## src/rtl/rmq_pkg.sv

```systemverilog
// ----------------------------------------------------------------------------
// rmq_pkg: shared types and helpers for the rotation matrix to quaternion block
// widths of the root and divide chains, stage side-band types, saturation
// ----------------------------------------------------------------------------
package rmq_pkg;

	localparam int SQ_STEPS  = 29;  // root bits of floor(sqrt(a * 2^24))
	localparam int RAD_W     = 58;  // radicand, two bits consumed per cell
	localparam int ROOT_W    = 29;
	localparam int REM_W     = 32;
	localparam int DVD_W     = 56;  // |n| * 2^23 + q/2
	localparam int DIV_STEPS = 56;  // one quotient bit per cell
	localparam int MAG_W     = 33;
	localparam int QUO_W     = 33;
	localparam int HALF_W    = 28;
	localparam int LANES     = 3;

	// component codes
	localparam logic [1:0] COMP_X = 2'd0;
	localparam logic [1:0] COMP_Y = 2'd1;
	localparam logic [1:0] COMP_Z = 2'd2;
	localparam logic [1:0] COMP_W = 2'd3;

	typedef struct packed {
		logic [31:0] tx;
		logic [31:0] ty;
		logic [31:0] tz;
		logic [1:0]  diag;
		logic        bad;
		logic [LANES-1:0] neg;
	} pose_t;

	typedef struct packed {
		pose_t                       pose;
		logic [LANES-1:0][MAG_W-1:0] mag;
	} sq_car_t;

	typedef struct packed {
		pose_t             pose;
		logic [HALF_W-1:0] half;
	} dv_car_t;

	// sign and saturate a quotient magnitude to 32 bits
	function automatic logic [31:0] sat_mag(input logic neg, input logic ovf,
		input logic [QUO_W-1:0] quo);
		logic [QUO_W-1:0] m;
		begin
			m = quo;
			if (neg) begin
				if (ovf || (quo > {1'b0, 32'h8000_0000}))
					m = {1'b0, 32'h8000_0000};
				sat_mag = 32'(-m);
			end else begin
				if (ovf || (quo > {1'b0, 32'h7FFF_FFFF}))
					m = {1'b0, 32'h7FFF_FFFF};
				sat_mag = m[31:0];
			end
		end
	endfunction

endpackage

```

## src/rtl/rmq_sqrt_cell.sv

```systemverilog
// ----------------------------------------------------------------------------
// rmq_sqrt_cell: one digit of the square root chain
// takes two radicand bits, decides one root bit, hands on to the next cell
// ----------------------------------------------------------------------------
module rmq_sqrt_cell (
	input  logic                         clk,
	input  logic                         arst_n,
	input  logic                         valid_i,
	input  logic [rmq_pkg::RAD_W-1:0]    rad_i,
	input  logic [rmq_pkg::REM_W-1:0]    rem_i,
	input  logic [rmq_pkg::ROOT_W-1:0]   root_i,
	input  rmq_pkg::sq_car_t             car_i,
	output logic                         valid_q,
	output logic [rmq_pkg::RAD_W-1:0]    rad_q,
	output logic [rmq_pkg::REM_W-1:0]    rem_q,
	output logic [rmq_pkg::ROOT_W-1:0]   root_q,
	output rmq_pkg::sq_car_t             car_q
);

	logic [rmq_pkg::REM_W-1:0] rem_sh;
	logic [rmq_pkg::REM_W-1:0] trial;
	logic                      ge;

	assign rem_sh = {rem_i[rmq_pkg::REM_W-3:0], rad_i[rmq_pkg::RAD_W-1 -: 2]};
	assign trial  = {1'b0, root_i, 2'b01};
	assign ge     = (rem_sh >= trial);

	always_ff @(posedge clk or negedge arst_n) begin
		if (!arst_n)
			valid_q <= 1'b0;
		else
			valid_q <= valid_i;
	end

	always_ff @(posedge clk) begin
		rad_q  <= {rad_i[rmq_pkg::RAD_W-3:0], 2'b00};
		rem_q  <= ge ? (rem_sh - trial) : rem_sh;
		root_q <= {root_i[rmq_pkg::ROOT_W-2:0], ge};
		car_q  <= car_i;
	end

endmodule

```

## config.mk

```make
export PLATFORM = sky130hd
export DESIGN_NAME = rmq_sqrt_cell
export DESIGN_NICKNAME = d
export VERILOG_FILES = /design/src/rtl/rmq_pkg.sv /design/src/rtl/rmq_sqrt_cell.sv
export SDC_FILE = /design/constraint.sdc
export NUM_CORES = 1
export LEC_CHECK = 0
export BUFFER_PORTS_ARGS = -buffer_cell sky130_fd_sc_hd__clkbuf_2
export CAP_MARGIN = 0
export CORE_AREA = 2 2 248 250
export DETAILED_ROUTE_END_ITERATION = 6
export DIE_AREA = 0 0 250 252
export GPL_ROUTABILITY_DRIVEN = 0
export SETUP_SLACK_MARGIN = 0.2
export SLEW_MARGIN = 0
export SYNTH_ARGS = -nofsm -noshare
export SYNTH_HDL_FRONTEND = slang
export SYNTH_SLANG_ARGS = --single-unit
```

## constraint.sdc

```tcl
create_clock -name clk -period 0.8 [get_ports clk]
set_input_delay 0.12 -clock clk [delete_from_list [all_inputs] [get_ports clk]]
set_output_delay 0.12 -clock clk [all_outputs]
set_load 0.05 [all_outputs]
```

==> results.py <==
metrics = {
    "status": {
        "status": "finished with violations",
        "violations": "hold timing, setup timing",
    },
    "clock_network": {
        "clkTransAtPathRegs_ns": 0.06,
        "clockBufferDepth": 3,
        "numClockSinks": 319,
        "cts_tree": "yes",
        "htreeDepth": 2,
        "clockRootBuffer": "clkbuf_16",
        "cts_buffers": 36,
    },
    "floorplan": {
        "die_y_um": 252,
        "die_width_um": 250,
        "die_area_um2": 63000,
        "rows": 90,
        "initial_core_util": 0.143,
        "ios": 644,
        "core_um2": 60100,
    },
    "drt": {
        "drtAntennaViolNets": 0,
        "drt_iter0_drc": 335,
        "drcViolationCount": 0,
        "avgRoutedWirePerCell_um": 19.4,
        "finalWirelength_um": 49700,
        "viasPerCell": 3.67,
        "via_count": 9441,
        "first_pass_iters": 4,
    },
    "setup_path": {
        "crit_required_ns": 1.22,
        "cp_max_fo": 5,
        "crit_arrival_ns": 2.30,
        "cp-start-kind": "input port",
        "critPathCaptureType": "flop",
        "worst-setup-path-type": "input port to flop",
    },
    "placement": {
        "portBuffers": 639,
        "preCtsSetupSlack_ns": -1.77,
        "hpwl_um": 31200,
    },
    "synthesis": {
        "yosys-top-cells-area": "dfxtp_1 74%, ha_1 4.5%, a21oi_1 3.3%",
        "synth.top_cell.area_share": 0.739,
        "postSynthCellCount": 660,
        "synthArstFlopShare": 0.00313,
        "ys_seq_area_frac": 0.742,
        "synth_top_area_cell": "dfxtp_1",
        "yosysWarnings": 0,
        "synth_edf_count": 0,
        "ys.flop_type": "dfxtp_1",
        "syn-cell-area_um2": 8620,
        "synthDistinctLibCells": 51,
        "avgSynthCellArea_um2": 13.1,
        "synth-seq-cells": 319,
    },
    "global_routing": {
        "grt_pass1_vias": 10600,
        "grt_usage": 0.147,
        "grt_max_degree": 15,
        "antenna_found_initial": 9,
        "grt_pass1_wl_um": 69400,
        "grt_remaining_overflow": 0,
    },
    "power": {
        "pwr_density_cell_nw_per_um2": 2050,
        "vdd_ir_drop_max_mv": 1.72,
        "switchingPower_w": 0.0151,
        "swShare": 0.307,
        "power.leakage_nw": 11.0,
        "power_frac_comb": 0.292,
        "intPower_w": 0.0342,
        "seqPwrFrac": 0.369,
        "finalPower_w": 0.0493,
        "pwr-share-clk": 0.340,
    },
    "timing": {
        "fin_setup_tns_ns": -145.52,
        "hold_violations": 7,
        "period_minus_slack_ns": 1.88,
        "worst_slack_ns": -1.08,
        "timing.final.crit_share": 2.35,
        "drv_slew": 0,
        "hold_ws_ns": -0.117,
        "rsz0062_at_grt": "yes",
        "finalSetupViolations": 352,
        "max_clock_freq_ghz": 0.533,
    },
    "layout": {
        "num-nets-final": 2110,
        "syn2layout_area_growth_pct": 180,
        "layout-drive-gt1-share": 0.694,
    },
    "run": {
        "drv_cap": 0,
    },
    "min_path": {
        "min_path_cells": 3,
        "min_from": "rad_i[57]",
        "hold_path.class": "input port to flop",
        "holdPathEnd": "rem_q[1]$_DFF_P_",
    },
}
-- cell usage in the layout (no fill, tap or decap), types with 6 or more instances in the layout --
master / count
a21oi_2: 15
clkbuf_1: 6
inv_1: 29
inv_6: 7
clkbuf_16: 203
buf_6: 11
a21o_1: 14
clkbuf_2: 310
buf_4: 114
ha_1: 15
o21ai_0: 10
nand4_1: 7
a21oi_1: 41
nor2_2: 8
buf_12: 33
ha_4: 16
dfxtp_4: 8
nand3_1: 7
buf_8: 128
nand2_1: 20
xor2_1: 13
dlygate4sd3_1: 306
xnor2_1: 14
dfxtp_2: 310
nor2_1: 23
clkbuf_8: 9
mux2_4: 8
-- through the flow --
stage	hold WS [ns]	utilization	area, µm²	cells
2_1_floorplan	-0.176	-	9320	661
6_report	-0.117	0.401	24100	2569
5_1_grt	-0.150	0.401	24100	2569
3_3_place_gp	-0.0975	0.245	14700	2180
3_5_place_dp	-0.0939	0.245	14700	2180
4_1_cts	-0.310	0.395	23700	2560
-- flip-flops by register name, indices dropped and copies added, names as in the netlist --
| name | count |
|---|---|
| rad_q | 56 |
| valid_q | 1 |
| car_q | 201 |
| rem_q | 32 |
| root_q | 29 |
-- critical path, cell delays in order --
cell       delay (ns)
clkbuf_16        0.12
inv_12           0.03
ha_4             0.28
nand4_1          0.16
buf_4            0.20
or4_4            0.50
o211ai_1         0.12
o221ai_2         0.16
nand2_4          0.15
buf_12           0.15
mux2_4           0.30
-- synth_stat cells, types with 3 or more instances --
| cell | count |
|---|---|
| o21bai_1 | 5 |
| xnor2_1 | 14 |
| clkbuf_1 | 5 |
| ha_1 | 31 |
| nand2_1 | 20 |
| dfxtp_1 | 318 |
| mux2_2 | 8 |
| a31o_2 | 3 |
| xor2_1 | 13 |
| a21oi_1 | 56 |
| nand4_1 | 7 |
| or3_1 | 4 |
| a211oi_1 | 3 |
| nor3_1 | 7 |
| inv_1 | 39 |
| o21ai_0 | 13 |
| nand2b_1 | 5 |
| buf_2 | 6 |
| o211ai_1 | 3 |
| and3_1 | 5 |
| a21o_1 | 14 |
| nand3_1 | 8 |
| nor2_1 | 35 |
| and2_1 | 3 |
-- cell families (layout without fill, tap and decap cells) --
logic type               Yosys count  count (layout)  share of synthesized area
adder cells (fa/ha/maj)           31              31                     0.0450
buffers and inverters             53            1175                     0.0257
AO/OA/AOI/OAI                    119             119                     0.0919
XOR/XNOR                          27              27                     0.0274
AND/OR/NAND/NOR                  102             102                     0.0574
flip-flops                       319             319                      0.742
multiplexers                       8               8                     0.0105
other                              1               6                   0.000435
-- what timing repair did --
item / 4_1_cts / 5_1_grt
gates resized for setup: 802 / 170
pin swaps: 25 / 21
buffers inserted: 9 / 4
setup endpoints to repair: 352 / 352
cloned: 1 / 0
endpoints found under the hold margin: 317 / 10
hold buffers: 305 / 1
-- how the worst max path moves through the flow --
stage                         start           endpoint  slack [ns]  cells past startpoint
after floorplan           root_i[3]  rem_q[25]$_DFF_P_       -1.23                     10
after global placement    root_i[3]   rem_q[6]$_DFF_P_       -1.69                      9
after detailed placement  root_i[3]  rem_q[16]$_DFF_P_       -1.77                     12
after CTS                 root_i[3]   rem_q[6]$_DFF_P_       -1.05                     11
after global routing      root_i[3]   rem_q[3]$_DFF_P_       -1.14                     13
final                     root_i[3]   rem_q[7]$_DFF_P_       -1.08                     11
-- area by class of cell --
type	instances	area, µm²
fillers	5273	36000
repair buffers	1071	12400
flip-flops and latches	319	6810
multi-input cells	289	2530
clock buffers	50	1030
well taps	782	978
inverters	39	186
clock inverters	15	153
diodes	4	10.0
-- power by group through the flow --
stage | combinational (W) | clock, W | sequential, W
global placement | 0.00932 | 0 | 0.0180
finish | 0.0144 | 0.0167 | 0.0182
global route | 0.0149 | 0.0179 | 0.0183
detailed placement | 0.00937 | 0 | 0.0180
CTS | 0.0138 | 0.0171 | 0.0180
floorplan | 0.00181 | 0 | 0.0218
-- per-layer routing --
| layer | wire length [µm] | up-vias | global-route usage |
|---|---|---|---|
| met5 | 67 | - | 0 |
| li1 | - | 4408 | - |
| met3 | 3380 | 120 | 0.0422 |
| met4 | 2900 | 10 | 0.0796 |
| met2 | 26200 | 420 | 0.277 |
| met1 | 17200 | 4483 | 0.144 |
(Power assumes the default switching activity.)
