--- src/rtl/rmq_pkg.sv ---
// ----------------------------------------------------------------------------
// rmq_pkg: shared types and helpers for the rotation matrix to quaternion block
// widths of the root and divide chains, stage side-band types, saturation
// ----------------------------------------------------------------------------
package rmq_pkg;

	localparam int SQ_STEPS  = 29;  // root bits of floor(sqrt(a * 2^24))
	localparam int RAD_W     = 58;  // radicand, two bits consumed per cell
	localparam int ROOT_W    = 29;
	localparam int REM_W     = 32;
	localparam int DVD_W     = 56;  // |n| * 2^23 + q/2
	localparam int DIV_STEPS = 56;  // one quotient bit per cell
	localparam int MAG_W     = 33;
	localparam int QUO_W     = 33;
	localparam int HALF_W    = 28;
	localparam int LANES     = 3;

	// component codes
	localparam logic [1:0] COMP_X = 2'd0;
	localparam logic [1:0] COMP_Y = 2'd1;
	localparam logic [1:0] COMP_Z = 2'd2;
	localparam logic [1:0] COMP_W = 2'd3;

	typedef struct packed {
		logic [31:0] tx;
		logic [31:0] ty;
		logic [31:0] tz;
		logic [1:0]  diag;
		logic        bad;
		logic [LANES-1:0] neg;
	} pose_t;

	typedef struct packed {
		pose_t                       pose;
		logic [LANES-1:0][MAG_W-1:0] mag;
	} sq_car_t;

	typedef struct packed {
		pose_t             pose;
		logic [HALF_W-1:0] half;
	} dv_car_t;

	// sign and saturate a quotient magnitude to 32 bits
	function automatic logic [31:0] sat_mag(input logic neg, input logic ovf,
		input logic [QUO_W-1:0] quo);
		logic [QUO_W-1:0] m;
		begin
			m = quo;
			if (neg) begin
				if (ovf || (quo > {1'b0, 32'h8000_0000}))
					m = {1'b0, 32'h8000_0000};
				sat_mag = 32'(-m);
			end else begin
				if (ovf || (quo > {1'b0, 32'h7FFF_FFFF}))
					m = {1'b0, 32'h7FFF_FFFF};
				sat_mag = m[31:0];
			end
		end
	endfunction

endpackage

--- src/rtl/rmq_div_cell.sv ---
// ----------------------------------------------------------------------------
// rmq_div_cell: one quotient bit for each of the three divide lanes
// restoring step against the shared root, dividend shifts along the chain
// ----------------------------------------------------------------------------
module rmq_div_cell (
	input  logic                                               clk,
	input  logic                                               arst_n,
	input  logic                                               valid_i,
	input  logic [rmq_pkg::ROOT_W-1:0]                         q_i,
	input  logic [rmq_pkg::LANES-1:0][rmq_pkg::DVD_W-1:0]      dvd_i,
	input  logic [rmq_pkg::LANES-1:0][rmq_pkg::ROOT_W-1:0]     rem_i,
	input  logic [rmq_pkg::LANES-1:0][rmq_pkg::QUO_W-1:0]      quo_i,
	input  logic [rmq_pkg::LANES-1:0]                          ovf_i,
	input  rmq_pkg::dv_car_t                                   car_i,
	output logic                                               valid_q,
	output logic [rmq_pkg::ROOT_W-1:0]                         q_q,
	output logic [rmq_pkg::LANES-1:0][rmq_pkg::DVD_W-1:0]      dvd_q,
	output logic [rmq_pkg::LANES-1:0][rmq_pkg::ROOT_W-1:0]     rem_q,
	output logic [rmq_pkg::LANES-1:0][rmq_pkg::QUO_W-1:0]      quo_q,
	output logic [rmq_pkg::LANES-1:0]                          ovf_q,
	output rmq_pkg::dv_car_t                                   car_q
);

	logic [rmq_pkg::LANES-1:0][rmq_pkg::ROOT_W:0]   rem_sh;
	logic [rmq_pkg::LANES-1:0][rmq_pkg::ROOT_W:0]   rem_df;
	logic [rmq_pkg::LANES-1:0]                      ge;

	always_comb begin
		for (int l = 0; l < rmq_pkg::LANES; l++) begin
			rem_sh[l] = {rem_i[l], dvd_i[l][rmq_pkg::DVD_W-1]};
			ge[l]     = (rem_sh[l] >= {1'b0, q_i});
			rem_df[l] = rem_sh[l] - {1'b0, q_i};
		end
	end

	always_ff @(posedge clk or negedge arst_n) begin
		if (!arst_n)
			valid_q <= 1'b0;
		else
			valid_q <= valid_i;
	end

	always_ff @(posedge clk) begin
		q_q   <= q_i;
		car_q <= car_i;
		for (int l = 0; l < rmq_pkg::LANES; l++) begin
			dvd_q[l] <= {dvd_i[l][rmq_pkg::DVD_W-2:0], 1'b0};
			rem_q[l] <= ge[l] ? rem_df[l][rmq_pkg::ROOT_W-1:0]
				: rem_sh[l][rmq_pkg::ROOT_W-1:0];
			quo_q[l] <= {quo_i[l][rmq_pkg::QUO_W-2:0], ge[l]};
			ovf_q[l] <= ovf_i[l] | quo_i[l][rmq_pkg::QUO_W-1];
		end
	end

endmodule

--- config.mk ---
export PLATFORM = sky130hd
export DESIGN_NAME = rmq_div_cell
export DESIGN_NICKNAME = d
export VERILOG_FILES = /design/src/rtl/rmq_pkg.sv /design/src/rtl/rmq_div_cell.sv
export SDC_FILE = /design/constraint.sdc
export NUM_CORES = 1
export LEC_CHECK = 0
export ABC_AREA = 1
export ABC_CLOCK_PERIOD_IN_PS = 800
export BUFFER_PORTS_ARGS = -buffer_cell sky130_fd_sc_hd__buf_4
export CAP_MARGIN = 10
export CORE_AREA = 2 2 408 410
export DETAILED_ROUTE_END_ITERATION = 16
export DIE_AREA = 0 0 410 412
export GPL_TIMING_DRIVEN = 0
export PLACE_DENSITY = 0.3
export SKIP_CTS_REPAIR_TIMING = 1
export SLEW_MARGIN = 30
export SYNTH_ARGS = -nofsm -noshare
export SYNTH_HDL_FRONTEND = slang
export SYNTH_SLANG_ARGS = --single-unit
--- constraint.sdc ---
create_clock -name clk -period 0.8 [get_ports clk]
set_input_delay 0.04 -clock clk [delete_from_list [all_inputs] [get_ports clk]]
set_output_delay 0.04 -clock clk [all_outputs]
set_load 0.02 [all_outputs]
==> results of run 1 <==
[synth_stat cells, types with 9 or more instances]
| library cell | instances |
|---|---|
| sky130_fd_sc_hd__nand2_1 | 734 |
| sky130_fd_sc_hd__nand3b_1 | 20 |
| sky130_fd_sc_hd__buf_6 | 16 |
| sky130_fd_sc_hd__nand3_2 | 33 |
| sky130_fd_sc_hd__dfxtp_1 | 513 |
| sky130_fd_sc_hd__nor2_1 | 83 |
| sky130_fd_sc_hd__a21oi_1 | 43 |
| sky130_fd_sc_hd__ha_1 | 87 |
| sky130_fd_sc_hd__inv_1 | 342 |
| sky130_fd_sc_hd__nor2_2 | 25 |
| sky130_fd_sc_hd__nand2_2 | 18 |
| sky130_fd_sc_hd__nand3_1 | 172 |
| sky130_fd_sc_hd__inv_2 | 17 |
| sky130_fd_sc_hd__nor3_2 | 9 |
| sky130_fd_sc_hd__xor2_1 | 33 |
| sky130_fd_sc_hd__nand4_1 | 19 |
[power groups by stage]
| stage | combinational, mW | sequential [mW] | clock, mW |
|---|---|---|---|
| floorplan | 5.27 | 31.3 | 0 |
| global placement | 16.9 | 28.9 | 0 |
| detailed placement | 16.7 | 28.9 | 0 |
| CTS | 16.8 | 28.4 | 32.0 |
| global route | 26.6 | 29.3 | 32.9 |
| finish | 25.0 | 29.1 | 30.6 |
[how the worst max path moves through the flow]
| stage | startpoint | end | slack (ns) |
|---|---|---|---|
| 3_3_place_gp | q_i[24] | rem_q[21] | -1.90 |
| 4_1_cts | q_i[1] | rem_q[56] | -1.11 |
| 3_5_place_dp | q_i[24] | rem_q[21] | -1.86 |
| 6_report | q_i[28] | rem_q[44] | -0.51 |
| 2_1_floorplan | q_i[19] | rem_q[26] | -0.67 |
| 5_1_grt | dvd_q[17] | dvd_q[17] | -0.55 |
[logic make-up (layout without fill, tap and decap cells)]
kind of cell,after synthesis,count (layout),share of synthesized area
AND/OR/NAND/NOR,1135,1135,0.270
flip-flops,514,514,0.545
buffers and inverters,390,2369,0.0869
adder cells (fa/ha/maj),90,90,0.0608
AO/OA/AOI/OAI,63,63,0.0211
XOR/XNOR,36,36,0.0167
other,1,7,0.000198
[critical path, cell delays in order]
cell and delay (ns):
sky130_fd_sc_hd__buf_8 0.08, sky130_fd_sc_hd__clkinvlp_4 0.08, sky130_fd_sc_hd__buf_12 0.15, sky130_fd_sc_hd__ha_4 0.28, sky130_fd_sc_hd__inv_2 0.03, sky130_fd_sc_hd__or2_4 0.26, sky130_fd_sc_hd__nor2_4 0.11, sky130_fd_sc_hd__nand2_2 0.08
sky130_fd_sc_hd__nor2_2 0.10, sky130_fd_sc_hd__nand2_2 0.07, sky130_fd_sc_hd__nand3_4 0.19, sky130_fd_sc_hd__buf_12 0.19, sky130_fd_sc_hd__nand3_4 0.10, sky130_fd_sc_hd__nand2_2 0.08
[sequential cells by signal (all words and copies together), names as in the netlist]
signal / count
car_q: 130
dvd_q: 165
ovf_q: 3
q_q: 29
quo_q: 99
rem_q: 87
valid_q: 1
[area by class of cell]
| cell class | count | area, µm² |
|---|---|---|
| sequential | 514 | 11000 |
| timing repair buffer | 1860 | 18400 |
| multi-input combinational | 1327 | 10300 |
| clock inverter | 24 | 254 |
| inverter | 366 | 1500 |
| antenna | 4 | 10.0 |
| clock buffer | 97 | 1920 |
| buffer | 22 | 309 |
| fill | 17500 | 118000 |
| tap | 2189 | 2740 |
[through the flow]
| stage | TNS, ns | hold slack, ns | cell area [µm²] | instances | util |
|---|---|---|---|---|---|
| final | -216.09 | -0.528 | 46400 | 6403 | 0.282 |
| after CTS | -316.37 | -0.907 | 32000 | 5573 | 0.195 |
| after global placement | -148.63 | -0.140 | 29800 | 5452 | 0.181 |
| after floorplan | -58.34 | -0.256 | 19300 | 2231 | - |
| after detailed placement | -147.29 | -0.138 | 29800 | 5452 | 0.181 |
| after global routing | -260.78 | -0.608 | 46400 | 6402 | 0.282 |
[layer usage]
layer	track usage	up-vias	wire length [µm]	share of wire
met1	0.147	10000	49400	0.39
met3	0.0362	181	6890	0.054
met4	0.0316	4	5290	0.041
met5	0	-	23	0.00018
li1	-	10700	-	-
met2	0.256	689	66600	0.52
==> impl_metrics.toml, run 1 <==
[run_status]
outcome = "finished, violations left"
violated_checks = "hold timing, setup timing"

[logic_synthesis]
synth_async_sr_flop_share = 0.00195
synth_area_leader_cell = "sky130_fd_sc_hd__dfxtp_1"
synthesis.yosys.warnings = 0
synth_top_cells_by_area = "sky130_fd_sc_hd__dfxtp_1, sky130_fd_sc_hd__nand2_1, sky130_fd_sc_hd__inv_1"
synthesis.area_per_instance_um2 = 8.48
synth_edf_count = 0
ys_seq_area_frac = 0.545
yosysUniqueCellTypes = 39
synth-main-ff-cell = "sky130_fd_sc_hd__dfxtp_1"
yosys.area.top_type_share = 0.543
syn_area_um2 = 18900
postSynthCellCount = 2229
postSynthRegisterBits = 514

[pwr]
cell_internal_pwr_mw = 58.4
switching_power_mw = 26.3
p_leak_nw = 21.2
post-layout-total-power_mw = 84.7
power.clock.fraction = 0.361
vdd_drop_max_mv = 1.74
power_frac_comb = 0.295
pwr_density_cell_nw_per_um2 = 1820
switching_share = 0.311
sequential_cell_fraction_of_total_power = 0.344

[setup_path]
critPathArrivalTime_ns = 1.90
worstPathMaxFanout = 7
timing.critical_path.from_type = "input port"
cp-end-kind = "flip-flop"
cp_data_required_time_ns = 1.39
type_of_the_worst_setup_path = "in -> reg"

[clocking]
cts_tree = "done"
numClockSinks = 514
clk_path_buf_depth = 3
ctsRootBufferMaster = "sky130_fd_sc_hd__clkbuf_16"
clk_slew_on_worst_s_h_paths_ns = 0.05
numCtsBuffers = 70
htree_levels = 3

[hold_path]
hold_depth = 1
worstHoldEndpoint = "q_q[4]"
hp-class = "in -> reg"
timing.hold.worst.start = "q_i[4]"

[floorplan]
initial_core_util = 0.115
die_x_um = 410
ioPinCount = 1036
core_area_um2 = 164000
chipHeight_um = 412
total_die_area_um2 = 169000
std_cell_rows = 149

[timing]
final-hold-violation-count = 75
final.period_utilization = 1.64
setup_viol = 604
grt_setup_unrepaired = "true"
finalHoldWorstSlack_ns = -0.528
fmaxAchievable_mhz = 761
finalMaxSlewViolations = 0
layout_min_cycle_time_ns = 1.31
timing.final.ws_setup_ns = -0.513

[grt]
grt_pass1_vias = 18200
globalRouteTotalUtil = 0.135
antenna_found_initial = 17
global_route_wire_length_before_repair_um = 155000
maximum_number_of_pins_on_one_net_before_global_route_repair = 12
grt_residual_overflow = 0

[final_layout]
final_layout_size_suffix_gt1_frac = 0.588
most-common-layout-cells = "sky130_fd_sc_hd__dlygate4sd3_1, sky130_fd_sc_hd__buf_4, sky130_fd_sc_hd__buf_6, sky130_fd_sc_hd__nand2_1, sky130_fd_sc_hd__dfxtp_2"
finalNetCount = 4770
commonest_non_fill_non_tap_cell_in_the_layout = "sky130_fd_sc_hd__dlygate4sd3_1"
syn_to_final_growth_pct = 146

[drt]
detail_route.iter0.violations = 790
total_detailed_routing_wirelength_um = 128000
via_per_inst = 3.38
vias = 21600
routed_wire_length_per_instance_um = 20.0
drtPass1Iterations = 5
ant_nets = 0
drc = 0

[placed_design]
dp_hpwl_um = 103000
port_buffers = 1032
routabilityCongestion = 0.823
preCtsSetupSlack_ns = -1.86

[flow_run]
cap_viol_max_count = 0
No activity file was read; power rests on OpenSTA's default activity.
==> inputs of run 2 (changes only) <==
--- a/config.mk
+++ b/config.mk
@@ -15,5 +15,7 @@
 export GPL_TIMING_DRIVEN = 0
 export PLACE_DENSITY = 0.3
+export SETUP_SLACK_MARGIN = 0.4
 export SKIP_CTS_REPAIR_TIMING = 1
+export SKIP_LAST_GASP = 1
 export SLEW_MARGIN = 30
 export SYNTH_ARGS = -nofsm -noshare
==> constraint.sdc (replaced) <==
create_clock -name clk -period 0.8 [get_ports clk]
set_input_delay 0.16 -clock clk [delete_from_list [all_inputs] [get_ports clk]]
set_output_delay 0.16 -clock clk [all_outputs]
set_load 0.02 [all_outputs]
==> impl_metrics.toml, run 2 (same netlist as run 1, synthesis figures left out) <==
[run_status]
outcome = "finished, violations left"
violated_checks = "hold timing, setup timing"

[placed_design]
dp_hpwl_um = 103000
port_buffers = 1032
routabilityCongestion = 0.823

[drt]
routed_wire_length_per_instance_um = 20.3
drtPass1Iterations = 4
drc = 0
via_per_inst = 3.36
detail_route.iter0.violations = 693
ant_nets = 0
vias = 20700
total_detailed_routing_wirelength_um = 125000

[final_layout]
largest_register = "dvd_q"
largestRegisters = "dvd_q (165), car_q (130), quo_q (99)"
final.fill_count = 17700
commonest_non_fill_non_tap_cell_in_the_layout = "sky130_fd_sc_hd__buf_4"
largest_register_ffs = 165
most-common-layout-cells = "sky130_fd_sc_hd__buf_4, sky130_fd_sc_hd__buf_6, sky130_fd_sc_hd__nand2_1, sky130_fd_sc_hd__dfxtp_2, sky130_fd_sc_hd__dlygate4sd3_1"
final_layout_size_suffix_gt1_frac = 0.614
syn_to_final_growth_pct = 133
finalNetCount = 4535

[floorplan]
total_die_area_um2 = 169000
initial_core_util = 0.115
std_cell_rows = 149
chipHeight_um = 412
core_area_um2 = 164000
die_x_um = 410
ioPinCount = 1036

[clocking]
htree_levels = 3
cts_tree = "done"
clk_path_buf_depth = 3
numClockSinks = 514
clk_slew_on_worst_s_h_paths_ns = 0.05
numCtsBuffers = 70
ctsRootBufferMaster = "sky130_fd_sc_hd__clkbuf_16"

[pwr]
p_leak_nw = 20.2
pwr_density_cell_nw_per_um2 = 1900
vdd_drop_max_mv = 1.75
post-layout-total-power_mw = 83.6

[setup_path]
cp_data_required_time_ns = 1.39
worstPathMaxFanout = 7
cp-end-kind = "flip-flop"
critPathArrivalTime_ns = 2.02
timing.critical_path.from_type = "input port"
type_of_the_worst_setup_path = "in -> reg"

[timing]
finalMaxSlewViolations = 0
finalHoldWorstSlack_ns = -0.304
timing.final.ws_setup_ns = -0.635
setup_viol = 604
final-hold-violation-count = 65
layout_min_cycle_time_ns = 1.43
final.period_utilization = 1.79
grt_setup_unrepaired = "true"
fmaxAchievable_mhz = 697

[grt]
grt_residual_overflow = 0
globalRouteTotalUtil = 0.135
antenna_found_initial = 17
maximum_number_of_pins_on_one_net_before_global_route_repair = 12
grt_pass1_vias = 18200
global_route_wire_length_before_repair_um = 155000

[hold_path]
hp-class = "in -> reg"

[flow_run]
cap_viol_max_count = 0
## run 2: cell types whose count changed in the layout (fill, tap and decap cells not counted), moves of 4 or more
cell                            previous run  this run
sky130_fd_sc_hd__nand2_2                 180       169
sky130_fd_sc_hd__nand2_1                 499       515
sky130_fd_sc_hd__inv_1                   275       281
sky130_fd_sc_hd__nand3_4                  44        48
sky130_fd_sc_hd__nand2_4                  71        66
sky130_fd_sc_hd__nand3_2                  81        74
sky130_fd_sc_hd__dlygate4sd3_1           677       448
sky130_fd_sc_hd__inv_2                    51        45
## run 2: layer usage
metal / vias up / GRT usage / routed length (µm)
met4: 4 / 0.0316 / 4670
met2: 653 / 0.256 / 65600
li1: 10300 / - / -
met1: 9637 / 0.147 / 48400
met3: 162 / 0.0362 / 6660
met5: - / 0 / 23
## run 2: per-stage QoR
stage | utilization | setup slack (ns) | area [µm²] | cells | TNS [ns]
floorplan | - | -0.785 | 19300 | 2231 | -69.14
global placement | 0.181 | -2.02 | 29800 | 5452 | -160.04
detailed placement | 0.181 | -1.98 | 29800 | 5452 | -158.68
CTS | 0.195 | -1.23 | 32000 | 5573 | -388.85
global route | 0.268 | -0.668 | 44000 | 6169 | -333.09
finish | 0.268 | -0.635 | 44000 | 6169 | -290.64
## run 2: report_power, final
group	total, mW	switching, mW	internal, mW	leakage [nW]
Combinational	23.9	12.3	11.7	14.8
Sequential	29.1	1.07	28.1	4.35
Clock	30.5	12.7	17.8	1.06
Total	83.6	26.0	57.6	20.2
## run 2: final cells by class
class	count	area, µm²	area share
inverter	366	1500	0.0341
sequential	514	11000	0.250
clock buffer	97	1920	0.0437
tap	2189	2740	0.0623
buffer	24	348	0.00791
antenna	5	12.5	0.000284
clock inverter	24	254	0.00578
multi-input combinational	1327	10200	0.232
timing repair buffer	1623	16000	0.364
## run 2: path summary, 6_finish.rpt
check                          start   endpoint  slack [ns]  depth (start not counted)
max                          q_i[28]  rem_q[44]       -0.63                         14
min                        quo_i[65]   ovf_q[1]       -0.30                          2
max in group asynchronous     arst_n    valid_q        0.77                          2
min in group asynchronous     arst_n    valid_q       -0.08                          2
## run 2: critical path: stages
cell	delay, ns
sky130_fd_sc_hd__buf_8	0.08
sky130_fd_sc_hd__clkinvlp_4	0.08
sky130_fd_sc_hd__buf_12	0.15
sky130_fd_sc_hd__ha_4	0.28
sky130_fd_sc_hd__inv_2	0.03
sky130_fd_sc_hd__or2_4	0.26
sky130_fd_sc_hd__nor2_4	0.11
sky130_fd_sc_hd__nand2_2	0.08
sky130_fd_sc_hd__nor2_2	0.11
sky130_fd_sc_hd__nand2_2	0.07
sky130_fd_sc_hd__nand3_4	0.19
sky130_fd_sc_hd__buf_12	0.19
sky130_fd_sc_hd__nand3_4	0.10
sky130_fd_sc_hd__nand2_2	0.08
